<file path="src/design/blrd_pkg.sv">
// Shared constants, codes and types of the block log record deframer.
package blrd_pkg;

    // Log file layout.
    localparam int BLOCK_BYTES  = 65536;
    localparam int HEADER_BYTES = 8;

    // Block position runs 0 .. BLOCK_BYTES-1; the space left needs one bit more.
    localparam int POS_W     = $clog2(BLOCK_BYTES) + 1;
    localparam int HDR_CNT_W = $clog2(HEADER_BYTES);
    localparam int PAD_W     = $clog2(HEADER_BYTES);
    localparam int LEN_W     = 24;
    localparam int FILE_W    = 32;
    localparam int TYPE_W    = 8;
    localparam int CFG_W     = 32;
    localparam int CFG_IDX_W = 3;

    // Input actions.
    typedef enum logic [1:0] {
        ACT_BYTE   = 2'd0,
        ACT_EOF    = 2'd1,
        ACT_ROLL   = 2'd2,
        ACT_UNUSED = 2'd3
    } action_t;

    // Result status codes.
    typedef enum logic [2:0] {
        ST_PAYLOAD  = 3'd0,
        ST_EOF      = 3'd1,
        ST_BAD      = 3'd2,
        ST_OLD      = 3'd3,
        ST_UNKNOWN  = 3'd4
    } status_t;

    // Fragment kinds.
    typedef enum logic [1:0] {
        FRAG_FULL   = 2'd0,
        FRAG_FIRST  = 2'd1,
        FRAG_MIDDLE = 2'd2,
        FRAG_LAST   = 2'd3
    } frag_t;

    // Configuration register indexes.
    typedef enum logic [CFG_IDX_W-1:0] {
        CFG_START_FILE = 3'd0,
        CFG_ZERO_TYPE  = 3'd1,
        CFG_FULL_TYPE  = 3'd2,
        CFG_FIRST_TYPE = 3'd3,
        CFG_MIDDLE_TYPE = 3'd4,
        CFG_LAST_TYPE  = 3'd5
    } cfg_idx_t;

    // Parser phase.
    typedef enum logic [1:0] {
        PH_HEADER,
        PH_PAYLOAD,
        PH_PADDING,
        PH_HALTED
    } phase_t;

    // Restart request from the configuration registers.
    typedef struct packed {
        logic              restart;
        logic [FILE_W-1:0] start_file;
    } cfg_ctl_t;

    // Classification of a header type byte.
    typedef struct packed {
        logic  zero_hit;
        logic  known;
        frag_t kind;
    } type_class_t;

endpackage

</file>
<file path="src/design/blrd_if.sv">
// Channel interfaces: log bytes in and decoded records out.
interface blrd_in_if;
    logic       valid;
    logic       ready;
    logic [1:0] action;
    logic [7:0] data_byte;

    modport source (output valid, output action, output data_byte, input ready);
    modport sink (input valid, input action, input data_byte, output ready);
endinterface

interface blrd_out_if;
    logic        valid;
    logic        ready;
    logic [7:0]  payload_byte;
    logic [1:0]  fragment_kind;
    logic        fragment_end;
    logic        message_end;
    logic [31:0] file_number;
    logic [31:0] record_end_offset;
    logic [2:0]  status;

    modport source (
        output valid, output payload_byte, output fragment_kind, output fragment_end,
        output message_end, output file_number, output record_end_offset,
        output status, input ready
    );
    modport sink (
        input valid, input payload_byte, input fragment_kind, input fragment_end,
        input message_end, input file_number, input record_end_offset,
        input status, output ready
    );
endinterface

</file>
<file path="src/design/blrd_cfg.sv">
// Configuration registers and header type classification.
module blrd_cfg (
    input  logic                                clk,
    input  logic                                rst_n,
    input  logic                                cfg_write,
    input  logic [blrd_pkg::CFG_IDX_W-1:0]      cfg_index,
    input  logic [blrd_pkg::CFG_W-1:0]          cfg_data,
    input  logic [blrd_pkg::TYPE_W-1:0]         type_byte,
    output blrd_pkg::cfg_ctl_t                  ctl,
    output blrd_pkg::type_class_t               tclass
);

    logic [blrd_pkg::TYPE_W-1:0] zero_code_reg;
    logic [blrd_pkg::TYPE_W-1:0] full_code_reg;
    logic [blrd_pkg::TYPE_W-1:0] first_code_reg;
    logic [blrd_pkg::TYPE_W-1:0] middle_code_reg;
    logic [blrd_pkg::TYPE_W-1:0] last_code_reg;

    // Type code registers.
    always_ff @(posedge clk or negedge rst_n)
    begin
        if (!rst_n)
        begin
            zero_code_reg   <= 8'd0;
            full_code_reg   <= 8'd1;
            first_code_reg  <= 8'd2;
            middle_code_reg <= 8'd3;
            last_code_reg   <= 8'd4;
        end
        else if (cfg_write)
        begin
            unique case (blrd_pkg::cfg_idx_t'(cfg_index))
                blrd_pkg::CFG_ZERO_TYPE:   zero_code_reg   <= cfg_data[blrd_pkg::TYPE_W-1:0];
                blrd_pkg::CFG_FULL_TYPE:   full_code_reg   <= cfg_data[blrd_pkg::TYPE_W-1:0];
                blrd_pkg::CFG_FIRST_TYPE:  first_code_reg  <= cfg_data[blrd_pkg::TYPE_W-1:0];
                blrd_pkg::CFG_MIDDLE_TYPE: middle_code_reg <= cfg_data[blrd_pkg::TYPE_W-1:0];
                blrd_pkg::CFG_LAST_TYPE:   last_code_reg   <= cfg_data[blrd_pkg::TYPE_W-1:0];
                default:                   ;
            endcase
        end
    end

    // A write of the start file number restarts reading in that file.
    assign ctl.restart    = cfg_write &&
                            (cfg_index == blrd_pkg::CFG_IDX_W'(blrd_pkg::CFG_START_FILE));
    assign ctl.start_file = cfg_data[blrd_pkg::FILE_W-1:0];

    // Priority match: zero type first, then full, first, middle and last.
    always_comb
    begin
        tclass.zero_hit = (type_byte == zero_code_reg);
        tclass.known    = 1'b1;
        tclass.kind     = blrd_pkg::FRAG_FULL;
        if (type_byte == full_code_reg)
        begin
            tclass.kind = blrd_pkg::FRAG_FULL;
        end
        else if (type_byte == first_code_reg)
        begin
            tclass.kind = blrd_pkg::FRAG_FIRST;
        end
        else if (type_byte == middle_code_reg)
        begin
            tclass.kind = blrd_pkg::FRAG_MIDDLE;
        end
        else if (type_byte == last_code_reg)
        begin
            tclass.kind = blrd_pkg::FRAG_LAST;
        end
        else
        begin
            tclass.known = 1'b0;
        end
    end

endmodule

</file>
<file path="src/design/block_log_record_deframer.sv">
// Top level of the block log record deframer: header parser and result register.
//
//  Channel     Kind         Direction  Carries
//  log_stream  valid/ready  in         action, data_byte
//  records     valid/ready  out        payload byte, fragment marks, file, offset, status
//  cfg_*       write port   in         six configuration registers, index 0..5
//
// Each accepted item is handled as it is taken; its result, if any, appears in the
// output register on the next cycle. One item per cycle is taken while records.ready
// is high or the output register is empty. A stall on records holds the result and
// blocks input until it is taken. Reset is asynchronous, active low, and starts
// at offset zero of file number zero; no clearing pass is needed.
module block_log_record_deframer (
    input  logic                            clk,
    input  logic                            rst_n,
    blrd_in_if.sink                         log_stream,
    blrd_out_if.source                      records,
    input  logic                            cfg_write,
    input  logic [blrd_pkg::CFG_IDX_W-1:0]  cfg_index,
    input  logic [blrd_pkg::CFG_W-1:0]      cfg_data
);

    localparam logic [blrd_pkg::POS_W-1:0] BLOCK_END =
        blrd_pkg::POS_W'(blrd_pkg::BLOCK_BYTES);
    localparam logic [blrd_pkg::POS_W-1:0] HDR_SIZE =
        blrd_pkg::POS_W'(blrd_pkg::HEADER_BYTES);
    localparam logic [blrd_pkg::HDR_CNT_W-1:0] HDR_LAST_CNT =
        blrd_pkg::HDR_CNT_W'(blrd_pkg::HEADER_BYTES - 1);

    // Parser state.
    blrd_pkg::phase_t                  phase_reg, phase_next;
    logic [blrd_pkg::POS_W-1:0]        block_pos_reg, block_pos_next;
    logic [blrd_pkg::FILE_W-1:0]       file_pos_reg, file_pos_next;
    logic [blrd_pkg::FILE_W-1:0]       cur_file_reg, cur_file_next;
    logic [blrd_pkg::HDR_CNT_W-1:0]    hdr_cnt_reg, hdr_cnt_next;
    logic [blrd_pkg::LEN_W-1:0]        hdr_len_reg, hdr_len_next;
    logic [blrd_pkg::LEN_W-1:0]        pay_rem_reg, pay_rem_next;
    logic [blrd_pkg::PAD_W-1:0]        pad_rem_reg, pad_rem_next;
    blrd_pkg::frag_t                   kind_reg, kind_next;

    // Result register.
    logic                              res_valid_reg, res_valid_next;
    logic [7:0]                        res_byte_reg, res_byte_next;
    blrd_pkg::frag_t                   res_kind_reg, res_kind_next;
    logic                              res_fend_reg, res_fend_next;
    logic                              res_mend_reg, res_mend_next;
    logic [blrd_pkg::FILE_W-1:0]       res_file_reg, res_file_next;
    logic [blrd_pkg::FILE_W-1:0]       res_off_reg, res_off_next;
    blrd_pkg::status_t                 res_st_reg, res_st_next;

    blrd_pkg::cfg_ctl_t                cfg_ctl;
    blrd_pkg::type_class_t             tclass;

    logic                              accept;
    logic                              halted;
    logic                              take_byte;
    logic                              take_eof;
    logic                              take_roll;
    logic [blrd_pkg::POS_W-1:0]        left;
    logic [blrd_pkg::POS_W-1:0]        pos_inc;
    logic [blrd_pkg::POS_W-1:0]        pos_adv;
    logic [blrd_pkg::POS_W-1:0]        space;
    logic [blrd_pkg::POS_W-1:0]        left_m1;
    logic [blrd_pkg::FILE_W-1:0]       fpos_adv;
    logic                              pad_skip;
    logic                              hdr_last;
    logic                              too_long;
    logic                              old_rec;
    logic                              hdr_err;
    logic                              pay_end;
    logic                              pad_end;
    blrd_pkg::status_t                 err_st;

    blrd_cfg u_cfg (
        .clk       (clk),
        .rst_n     (rst_n),
        .cfg_write (cfg_write),
        .cfg_index (cfg_index),
        .cfg_data  (cfg_data),
        .type_byte (log_stream.data_byte),
        .ctl       (cfg_ctl),
        .tclass    (tclass)
    );

    // Handshake: input flows whenever the result register can take a new value.
    assign log_stream.ready = !res_valid_reg || records.ready;
    assign accept           = log_stream.valid && log_stream.ready;
    assign halted           = (phase_reg == blrd_pkg::PH_HALTED);
    assign take_byte = accept && !halted &&
                       (log_stream.action == blrd_pkg::ACT_BYTE);
    assign take_eof  = accept && !halted &&
                       (log_stream.action == blrd_pkg::ACT_EOF);
    assign take_roll = accept && (log_stream.action == blrd_pkg::ACT_ROLL);

    // Position arithmetic.
    assign left     = BLOCK_END - block_pos_reg;
    assign left_m1  = left - 1'b1;
    assign pos_inc  = block_pos_reg + 1'b1;
    assign pos_adv  = (pos_inc == BLOCK_END) ? '0 : pos_inc;
    assign space    = BLOCK_END - pos_adv;
    assign fpos_adv = file_pos_reg + 1'b1;

    // Header decode.
    assign pad_skip = (phase_reg == blrd_pkg::PH_HEADER) && (hdr_cnt_reg == '0) &&
                      (left <= HDR_SIZE);
    assign hdr_last = (phase_reg == blrd_pkg::PH_HEADER) && (hdr_cnt_reg == HDR_LAST_CNT);
    assign too_long = (hdr_len_reg > blrd_pkg::LEN_W'(space));
    assign old_rec  = tclass.zero_hit || (hdr_len_reg == '0);
    assign hdr_err  = too_long || old_rec || !tclass.known;
    assign err_st   = too_long ? blrd_pkg::ST_BAD :
                      old_rec  ? blrd_pkg::ST_OLD : blrd_pkg::ST_UNKNOWN;
    assign pay_end  = (pay_rem_reg <= blrd_pkg::LEN_W'(1));
    assign pad_end  = (pad_rem_reg <= blrd_pkg::PAD_W'(1));

    // Next phase.
    always_comb
    begin
        phase_next = phase_reg;
        if (cfg_ctl.restart || take_roll)
        begin
            phase_next = blrd_pkg::PH_HEADER;
        end
        else if (take_byte)
        begin
            unique case (phase_reg)
                blrd_pkg::PH_HEADER:
                begin
                    if (pad_skip)
                    begin
                        phase_next = (left_m1 != '0) ? blrd_pkg::PH_PADDING
                                                     : blrd_pkg::PH_HEADER;
                    end
                    else if (hdr_last)
                    begin
                        phase_next = hdr_err ? blrd_pkg::PH_HALTED : blrd_pkg::PH_PAYLOAD;
                    end
                end
                blrd_pkg::PH_PAYLOAD:
                begin
                    if (pay_end)
                    begin
                        phase_next = blrd_pkg::PH_HEADER;
                    end
                end
                blrd_pkg::PH_PADDING:
                begin
                    if (pad_end)
                    begin
                        phase_next = blrd_pkg::PH_HEADER;
                    end
                end
                blrd_pkg::PH_HALTED:
                begin
                    phase_next = blrd_pkg::PH_HALTED;
                end
                default:
                begin
                    phase_next = blrd_pkg::PH_HEADER;
                end
            endcase
        end
    end

    // Counters and header fields.
    always_comb
    begin
        block_pos_next = block_pos_reg;
        file_pos_next  = file_pos_reg;
        cur_file_next  = cur_file_reg;
        hdr_cnt_next   = hdr_cnt_reg;
        hdr_len_next   = hdr_len_reg;
        pay_rem_next   = pay_rem_reg;
        pad_rem_next   = pad_rem_reg;
        kind_next      = kind_reg;
        if (cfg_ctl.restart || take_roll)
        begin
            cur_file_next  = cfg_ctl.restart ? cfg_ctl.start_file : cur_file_reg + 1'b1;
            block_pos_next = '0;
            file_pos_next  = '0;
            hdr_cnt_next   = '0;
            hdr_len_next   = '0;
            pay_rem_next   = '0;
            pad_rem_next   = '0;
            kind_next      = blrd_pkg::FRAG_FULL;
        end
        else if (take_byte)
        begin
            block_pos_next = pos_adv;
            file_pos_next  = fpos_adv;
            case (phase_reg)
                blrd_pkg::PH_HEADER:
                begin
                    if (pad_skip)
                    begin
                        pad_rem_next = left_m1[blrd_pkg::PAD_W-1:0];
                    end
                    else
                    begin
                        hdr_cnt_next = hdr_cnt_reg + 1'b1;
                        case (hdr_cnt_reg)
                            blrd_pkg::HDR_CNT_W'(0):
                                hdr_len_next = {16'd0, log_stream.data_byte};
                            blrd_pkg::HDR_CNT_W'(1):
                                hdr_len_next[15:8] = log_stream.data_byte;
                            blrd_pkg::HDR_CNT_W'(2):
                                hdr_len_next[23:16] = log_stream.data_byte;
                            default:
                                ;
                        endcase
                        if (hdr_last)
                        begin
                            hdr_cnt_next = '0;
                            pay_rem_next = hdr_len_reg;
                            kind_next    = tclass.kind;
                        end
                    end
                end
                blrd_pkg::PH_PAYLOAD:
                begin
                    if (pay_rem_reg != '0)
                    begin
                        pay_rem_next = pay_rem_reg - 1'b1;
                    end
                end
                blrd_pkg::PH_PADDING:
                begin
                    if (pad_rem_reg != '0)
                    begin
                        pad_rem_next = pad_rem_reg - 1'b1;
                    end
                end
                default:
                    ;
            endcase
        end
    end

    // Result of the accepted item.
    always_comb
    begin
        res_valid_next = res_valid_reg && !records.ready;
        res_byte_next  = res_byte_reg;
        res_kind_next  = res_kind_reg;
        res_fend_next  = res_fend_reg;
        res_mend_next  = res_mend_reg;
        res_file_next  = res_file_reg;
        res_off_next   = res_off_reg;
        res_st_next    = res_st_reg;
        if (take_eof || (take_byte && ((phase_reg == blrd_pkg::PH_PAYLOAD) ||
                                       (hdr_last && hdr_err))))
        begin
            res_valid_next = 1'b1;
            res_byte_next  = 8'd0;
            res_kind_next  = blrd_pkg::FRAG_FULL;
            res_fend_next  = 1'b0;
            res_mend_next  = 1'b0;
            res_file_next  = cur_file_reg;
            res_off_next   = '0;
            if (take_eof)
            begin
                res_st_next = blrd_pkg::ST_EOF;
            end
            else if (phase_reg == blrd_pkg::PH_PAYLOAD)
            begin
                res_st_next   = blrd_pkg::ST_PAYLOAD;
                res_byte_next = log_stream.data_byte;
                res_kind_next = kind_reg;
                res_fend_next = pay_end;
                res_mend_next = pay_end && ((kind_reg == blrd_pkg::FRAG_FULL) ||
                                            (kind_reg == blrd_pkg::FRAG_LAST));
                res_off_next  = pay_end ? fpos_adv : '0;
            end
            else
            begin
                res_st_next = err_st;
            end
        end
    end

    // Control state.
    always_ff @(posedge clk or negedge rst_n)
    begin
        if (!rst_n)
        begin
            phase_reg     <= blrd_pkg::PH_HEADER;
            block_pos_reg <= '0;
            file_pos_reg  <= '0;
            cur_file_reg  <= '0;
            hdr_cnt_reg   <= '0;
            hdr_len_reg   <= '0;
            pay_rem_reg   <= '0;
            pad_rem_reg   <= '0;
            kind_reg      <= blrd_pkg::FRAG_FULL;
            res_valid_reg <= 1'b0;
        end
        else
        begin
            phase_reg     <= phase_next;
            block_pos_reg <= block_pos_next;
            file_pos_reg  <= file_pos_next;
            cur_file_reg  <= cur_file_next;
            hdr_cnt_reg   <= hdr_cnt_next;
            hdr_len_reg   <= hdr_len_next;
            pay_rem_reg   <= pay_rem_next;
            pad_rem_reg   <= pad_rem_next;
            kind_reg      <= kind_next;
            res_valid_reg <= res_valid_next;
        end
    end

    // Result payload.
    always_ff @(posedge clk)
    begin
        res_byte_reg <= res_byte_next;
        res_kind_reg <= res_kind_next;
        res_fend_reg <= res_fend_next;
        res_mend_reg <= res_mend_next;
        res_file_reg <= res_file_next;
        res_off_reg  <= res_off_next;
        res_st_reg   <= res_st_next;
    end

    assign records.valid             = res_valid_reg;
    assign records.payload_byte      = res_byte_reg;
    assign records.fragment_kind     = res_kind_reg;
    assign records.fragment_end      = res_fend_reg;
    assign records.message_end       = res_mend_reg;
    assign records.file_number       = res_file_reg;
    assign records.record_end_offset = res_off_reg;
    assign records.status            = res_st_reg;

endmodule

</file>
<file path="src/flat_wrapper.sv">
// flat-port wrapper written by rule: the top's interface ports become plain ports
module block_log_record_deframer_flat 
  (clk, rst_n, cfg_write, cfg_index, cfg_data, log_stream_valid, log_stream_action, log_stream_data_byte, log_stream_ready, records_valid, records_payload_byte, records_fragment_kind, records_fragment_end, records_message_end, records_file_number, records_record_end_offset, records_status, records_ready);
  blrd_in_if log_stream_i ();
  blrd_out_if records_i ();
  input  logic clk;
  input  logic rst_n;
  input  logic cfg_write;
  input  logic [blrd_pkg::CFG_IDX_W-1:0] cfg_index;
  input  logic [blrd_pkg::CFG_W-1:0] cfg_data;
  input wire logic [$bits(log_stream_i.valid)-1:0] log_stream_valid;
  input wire logic [$bits(log_stream_i.action)-1:0] log_stream_action;
  input wire logic [$bits(log_stream_i.data_byte)-1:0] log_stream_data_byte;
  output wire logic [$bits(log_stream_i.ready)-1:0] log_stream_ready;
  output wire logic [$bits(records_i.valid)-1:0] records_valid;
  output wire logic [$bits(records_i.payload_byte)-1:0] records_payload_byte;
  output wire logic [$bits(records_i.fragment_kind)-1:0] records_fragment_kind;
  output wire logic [$bits(records_i.fragment_end)-1:0] records_fragment_end;
  output wire logic [$bits(records_i.message_end)-1:0] records_message_end;
  output wire logic [$bits(records_i.file_number)-1:0] records_file_number;
  output wire logic [$bits(records_i.record_end_offset)-1:0] records_record_end_offset;
  output wire logic [$bits(records_i.status)-1:0] records_status;
  input wire logic [$bits(records_i.ready)-1:0] records_ready;
  assign log_stream_i.valid = log_stream_valid;
  assign log_stream_i.action = log_stream_action;
  assign log_stream_i.data_byte = log_stream_data_byte;
  assign log_stream_ready = log_stream_i.ready;
  assign records_valid = records_i.valid;
  assign records_payload_byte = records_i.payload_byte;
  assign records_fragment_kind = records_i.fragment_kind;
  assign records_fragment_end = records_i.fragment_end;
  assign records_message_end = records_i.message_end;
  assign records_file_number = records_i.file_number;
  assign records_record_end_offset = records_i.record_end_offset;
  assign records_status = records_i.status;
  assign records_i.ready = records_ready;
  block_log_record_deframer u_core (.clk(clk), .rst_n(rst_n), .log_stream(log_stream_i), .records(records_i), .cfg_write(cfg_write), .cfg_index(cfg_index), .cfg_data(cfg_data));
endmodule
</file>
<file path="config.mk">
export PLATFORM = sky130hd
export DESIGN_NAME = block_log_record_deframer_flat
export DESIGN_NICKNAME = d
export VERILOG_FILES = /design/src/design/blrd_pkg.sv /design/src/design/blrd_if.sv /design/src/design/blrd_cfg.sv /design/src/design/block_log_record_deframer.sv /design/src/flat_wrapper.sv
export SDC_FILE = /design/constraint.sdc
export NUM_CORES = 1
export LEC_CHECK = 0
export ABC_AREA = 1
export BUFFER_PORTS_ARGS = -buffer_cell sky130_fd_sc_hd__buf_2
export CAP_MARGIN = 30
export CORE_ASPECT_RATIO = 0.7
export CORE_MARGIN = 2
export CORE_UTILIZATION = 40
export DETAILED_ROUTE_END_ITERATION = 8
export GPL_TIMING_DRIVEN = 0
export SLEW_MARGIN = 20
export SYNTH_ARGS = -nofsm -noshare
export SYNTH_HDL_FRONTEND = slang
export SYNTH_SLANG_ARGS = --single-unit
</file>
<file path="constraint.sdc">
create_clock -name clk -period 5.7 [get_ports clk]
set_input_delay 0.855 -clock clk [delete_from_list [all_inputs] [get_ports clk]]
set_output_delay 0.855 -clock clk [all_outputs]
set_load 0.01 [all_outputs]
</file>
* Yosys cells after proc, flatten, opt, wreduce, memory -nomap -nowiden
Cells that the tools add are included.
** Cells by class
- Add/sub/neg operators :: 9
- $mul :: 0
- Div/mod/pow operators :: 0
- $lt $le $gt $ge :: 4
- Eq/ne operators :: 29
- Shift operators :: 0
- Multiplexer cells :: 55
- Bitwise operators :: 2
- Reductions and logical operators :: 59
** Operators by type and width (number)
- $mux 24 :: 9
- $mux 32 :: 3
- $add 32x1->32 const B :: 2
- $mux 17 :: 3
- $pmux 24 s2 :: 1
- $eq 8x8->1 :: 5
- $mux 2 :: 18
- $sub 17x17->17 const A :: 2
- $pmux 8 s2 :: 2
- $mux 3 :: 10
- $gt 24x17->1 :: 1
- $le 24x1->1 const B :: 1
- $logic_not 24->1 :: 1
- $reduce_and 4->1 :: 6
- $reduce_bool 24->1 :: 1
- $sub 24x1->24 const B :: 1
- $add 17x1->17 const B :: 1
- $eq 17x17->1 const B :: 1
- $le 17x4->1 const B :: 1
- $reduce_bool 17->1 :: 1
- $sub 17x1->17 const B :: 1
- $reduce_bool 3->1 :: 5
- $logic_and 1x1->1 :: 13
- $ne 3x1->1 const B :: 4
- 27 further kinds :: 65
** Storage, ports and cells
- Bits in registers :: 259
- Bits in latches :: 0
- Memory bits (writable) :: 0
- Memory bits (read-only) :: 0
- Input bits :: 50
- Memories kept :: 0

* Longest topological paths before layout
- Word-level depth :: 13
- Gate-level depth with buffers :: 33
- Gate-level depth less buffers :: 32

* Hierarchy
A second synthesis with hierarchy kept.
** Second synthesis, totals
- Cells, all modules :: 1885
- Area, all modules :: 14948.1 um^2
** Modules (own cells, without submodules)
- block_log_record_deframer :: instances 1, cells each 1563, area an instance 12484.5 um^2, seq. area each 5875.6 um^2
- blrd_cfg :: instances 1, cells each 322, area an instance 2463.6 um^2, seq. area each 1007.2 um^2

* Worst setup path before layout
Ideal clock, no wire load.
- Path type :: reg-to-reg
- From :: register u_core.block_pos_reg[1] (netlist bit)
- To :: register u_core.res_file_reg (netlist bit u_core.records.file_number[0]) (enable)
- Library setup time :: 0.440 ns
- Data arrival time :: 5.847 ns
- Required time :: 5.260 ns
- Path slack :: -0.587 ns
- Cell stages (with the launch flop) :: 31
- Clock period less this slack :: 6.287 ns
- Cells stage by stage :: dfrtp_1 ha_1 nand2_1 nor2_4 nand2_1 nor2_2 nand3_2 xor2_1 nand2_1 nor2_1 nand3_2 nand2_1 ha_1 nand2_1 nor2_2 nand4_1 nor3_2 xor2_1 ha_1 inv_1 nor3_1 nor2b_1 nand2_1 nand3_1 nand2_1 nand2_1 nor2_1 or2_2 nand2_1 nand2_1 nand2_1
** Between the ends
- Cells in the longest elaborated chain, start to end :: 11
** Ends and longest elaborated chain
- start: declaration :: line block_log_record_deframer.sv:32 : logic [blrd_pkg::POS_W-1:0] block_pos_reg, block_pos_next;
- start signal: assignment :: line block_log_record_deframer.sv:299 : block_pos_reg <= block_pos_next;
- $add 17x1->17 (*) :: line block_log_record_deframer.sv:98 : assign pos_inc = block_pos_reg + 1'b1;
- $eq 17x17->1 :: line block_log_record_deframer.sv:99 : assign pos_adv = (pos_inc == BLOCK_END) ? '0 : pos_inc;
- $mux 17 (*) :: line block_log_record_deframer.sv:99
- $sub 17x17->17 (*) :: line block_log_record_deframer.sv:100 : assign space = BLOCK_END - pos_adv;
- $gt 24x17->1 (*) :: line block_log_record_deframer.sv:107 : assign too_long = (hdr_len_reg > blrd_pkg::LEN_W'(space));
- $logic_or 1x1->1 (*) (2 in series) :: line block_log_record_deframer.sv:109 : assign hdr_err = too_long || old_rec || !tclass.known;
- $logic_and 1x1->1 (*) :: line block_log_record_deframer.sv:250 : (hdr_last && hdr_err))))
- $logic_or 1x1->1 (*) :: line block_log_record_deframer.sv:249 : if (take_eof || (take_byte && ((phase_reg == blrd_pkg::PH_PAYLOAD) ||
- $logic_and 1x1->1 (*) :: line block_log_record_deframer.sv:249
- $logic_or 1x1->1 (*) :: line block_log_record_deframer.sv:249
- end signal: assignment :: line block_log_record_deframer.sv:318 : res_file_reg <= res_file_next;
- end: declaration :: line block_log_record_deframer.sv:47 : logic [blrd_pkg::FILE_W-1:0] res_file_reg, res_file_next;
Every way passes the cells marked *; elsewhere a longest branch is shown, timed or not.
A chain may end at the register's enable or synchronous reset.

* Worst setup path in the final report
- From :: register u_core.block_pos_reg[1] (netlist bit)
- To :: register u_core.res_off_reg (netlist bit u_core.records.record_end_offset[2]) (enable)
** Between the ends
- Cells in the longest elaborated chain, start to end :: 11
** Ends and longest elaborated chain
- $add 17x1->17 (*) :: line block_log_record_deframer.sv:98
- $eq 17x17->1 :: line block_log_record_deframer.sv:99
- $mux 17 (*) :: line block_log_record_deframer.sv:99
- $sub 17x17->17 (*) :: line block_log_record_deframer.sv:100
- $gt 24x17->1 (*) :: line block_log_record_deframer.sv:107
- $logic_or 1x1->1 (*) (2 in series) :: line block_log_record_deframer.sv:109
- $logic_and 1x1->1 (*) :: line block_log_record_deframer.sv:250
- $logic_or 1x1->1 (*) :: line block_log_record_deframer.sv:249
- $logic_and 1x1->1 (*) :: line block_log_record_deframer.sv:249
- $logic_or 1x1->1 (*) :: line block_log_record_deframer.sv:249
- end signal: assignment :: line block_log_record_deframer.sv:319 : res_off_reg <= res_off_next;
- end: declaration :: line block_log_record_deframer.sv:48 : logic [blrd_pkg::FILE_W-1:0] res_off_reg, res_off_next;
Marked as above.

==> results.sh <==
export IMPL_cap_violations=0
export IMPL_grtUsageTotal=0.221
export IMPL_cts_buffers=28
export IMPL_grt_first_pass_wirelength_mm=66.9
export IMPL_drtPass1Iterations=5
export IMPL_die_h_um=165
export IMPL_min_path_type="in2async"
export IMPL_setup_violations_final=0
export IMPL_synth_async_reset_ratio=0.695
export IMPL_clock_sink_count=259
export IMPL_synthAdderAreaFrac=0.0279
export IMPL_relSlewSlack=0.399
export IMPL_finish_utilization=0.480
export IMPL_syn_avg_cell_area_um2=8.06
export IMPL_drive_above_1_share=0.147
export IMPL_syn_to_final_growth_pct=17.4
export IMPL_core_um2=36200
export IMPL_num_fill_cells=3521
export IMPL_routed_wl_mm=43.2
export IMPL_wl_per_cell_um=17.2
export IMPL_fp_dieW_um=234
export IMPL_max_freq_mhz=188
export IMPL_critPathMaxStageDelay_ns=0.45
export IMPL_io_buffers=125
export IMPL_insertion_delay_ns=0.57
export IMPL_synth_top_family_by_area="simple AND/OR/NAND/NOR gates"
export IMPL_power_density_nw_per_um2=400
export IMPL_status="completed"
export IMPL_placed_area_um2=16100
export IMPL_worstSetupPathType="reg2reg"
export IMPL_crit_family="simple AND/OR/NAND/NOR gates"
export IMPL_power_leakage_nw=7.94
export IMPL_synth_nets=1919
export IMPL_nets=2091
export IMPL_synth_edf_count=79
export IMPL_drt_initial_drc_count=1233
export IMPL_grt_overflow_total=0
export IMPL_yosysWarnings=0
export IMPL_ys_seq_area_frac=0.465
export IMPL_grt_max_degree=87
export IMPL_gp_congestion=0.893
export IMPL_io_pin_count=131
export IMPL_ys_seq_elements=259
export IMPL_fin_worst_skew_ns=0.0239
export IMPL_die_area_um2=38600
export IMPL_post_route_drc_count=0
export IMPL_stdcell_count=2510
export IMPL_synth_mux_area_frac=0
export IMPL_antenna_cells=0
export IMPL_placementRows=58
export IMPL_viasPerCell=5.26
export IMPL_crit_required_ns=5.98
export IMPL_slew_violations=0
export IMPL_worst_pin_slew_ns=0.898
export IMPL_mostFrequentLayoutCells="nand2_1, nor2_1, inv_1, dfrtp_1, buf_2"
export IMPL_critPathLaunch="u_core.block_pos_reg[1]"
export IMPL_dpl_hpwl_mm=31.1
export IMPL_cts_max_level=1
export IMPL_dp_cells=2445
export IMPL_synth_ff_type="dfrtp_1"
export IMPL_vias=13200
export IMPL_yosysTopAreaCell="dfrtp_1"
export IMPL_arrival_ns=5.61
export IMPL_synth_area_leaders="dfrtp_1, edfxtp_1, nand2_1"
export IMPL_finalPower_mw=6.94
export IMPL_multi_input_area_um2=7000
export IMPL_syn_area_um2=14800
export IMPL_antenna_found_initial=0
export IMPL_layout_commonest_cell="nand2_1"
export IMPL_final_setup_tns_ns=0
export IMPL_cp_max_fo=13
export IMPL_fin_crit_sh=0.935
export IMPL_cpMostUsedCell="nand2_1"
export IMPL_ir_drop_mv=0.215
export IMPL_rsz0062_at_grt="false"
export IMPL_cp_end_kind="register"
export IMPL_cts_root_buf="clkbuf_16"
export IMPL_cts_buffer_depth=3
export IMPL_timing_rr_start="u_core.block_pos_reg[1]"
export IMPL_regArea_um2=6890
export IMPL_cts_tree="built"
export IMPL_min_period_ns=5.33
export IMPL_yosys_area_share_simple=0.281
export IMPL_synth_cell_types=52
export IMPL_clkTransAtPathRegs_ns=0.07
export IMPL_antenna_left=0
export IMPL_grt_pass1_vias=12300
export IMPL_synthXorXnorAreaFrac=0.0563
export IMPL_synth_top_area_frac=0.296
export IMPL_netlist_instances=1836
export IMPL_hold_violations=0
export IMPL_fin_area_um2=17400
export IMPL_cp_slowest_cell="dfrtp_2"
export IMPL_synth_compound_area_frac=0.0985
export IMPL_postCtsHoldBufs=0
export IMPL_crit_path_start_kind="register"
export IMPL_critical_path_buf_inv_count=4
export IMPL_initial_core_util=0.409
## cells in the mapped netlist, types with 4 or more instances
cell type    n
clkinv_1     5
nor3_2       4
nand3_1     99
a21oi_1     39
o21ai_1      7
o21ai_0    115
nand4_1     43
ha_1        33
nor2_2      12
nand2_2      8
and3b_1      4
nand3_2      7
dfstp_2      5
nand3b_1     5
clkbuf_1    43
o211ai_1    24
nor4_1      11
inv_2        7
nor2_4       6
buf_4        4
o221ai_1    10
o22ai_1     47
nor2_1     221
edfxtp_1    79
xor2_1      76
nor3_1      47
xnor2_1     16
dfrtp_1    175
inv_1      199
buf_6        6
nand2_1    437
or2_2       18
## cell type report
type | count | area share
Inverter | 212 | 0.0461
Tap cell | 480 | 0.0346
Multi-Input combinational cell | 1313 | 0.403
Buffer | 53 | 0.0149
Timing Repair Buffer | 141 | 0.0512
Clock buffer | 35 | 0.0430
Sequential cell | 259 | 0.397
Clock inverter | 17 | 0.0103
## cell families after synthesis
group	Yosys count
flip-flops	259
buffers and inverters	265
adder cells (fa/ha/maj)	33
AND/OR/NAND/NOR	933
AO/OA/AOI/OAI	253
XOR/XNOR	93
## path summary, 6_finish.rpt
path / slack, ns / end / cells after the start
hold / removal: 0.1 / u_core.u_cfg.full_code_reg[1] / 1
hold reg to reg: 0.44 / u_core.records.file_number[16] / 0
min in group clk: 0.44 / u_core.records.file_number[16] / 0
setup / recovery: 0.37 / u_core.records.record_end_offset[2] / 33
setup reg to reg: 0.37 / u_core.records.record_end_offset[2] / 33
max in group asynchronous: 4.93 / u_core.block_pos_reg[11] / 2
## where the power goes
| part | switching (mW) | leakage, nW | internal (mW) | total, mW |
|---|---|---|---|---|
| clock | 0.790 | 0.453 | 1.07 | 1.86 |
| sequential | 0.326 | 3.09 | 2.29 | 2.62 |
| combinational | 1.59 | 4.39 | 0.869 | 2.46 |
| total | 2.71 | 7.94 | 4.23 | 6.94 |
## worst register-to-register path: cells and delay by family, from the launching register on
family        cells  cell delay (ns)
simple gates     25             3.18
buf+inv           4             0.64
fa+ha+maj         3             0.64
flops             1             0.45
xor+xnor          1             0.14
## stage by stage
| stage | hold slack (ns) | setup slack (ns) |
|---|---|---|
| 2_1_floorplan | 0.425 | 0.185 |
| 3_3_place_gp | 0.440 | -1.31 |
| 3_5_place_dp | 0.435 | -0.562 |
| 4_1_cts | 0.0842 | 0.0199 |
| 5_1_grt | 0.0864 | 0.0192 |
| 6_report | 0.0952 | 0.372 |
## routing by layer
metal / GRT usage / up-vias / routed length (µm)
met2: 0.313 / 441 / 17500
met4: 0.0328 / 0 / 495
met3: 0.0466 / 42 / 3680
li1: - / 6435 / -
met1: 0.349 / 6277 / 21600
met5: 0 / - / 0
## timing repair
action,CTS,global route
resized for setup,10,26
setup endpoints to repair,79,80
pin swaps,3,6
setup buffers,6,3
cloned,2,2
Power figures use the tool's default switching activity.
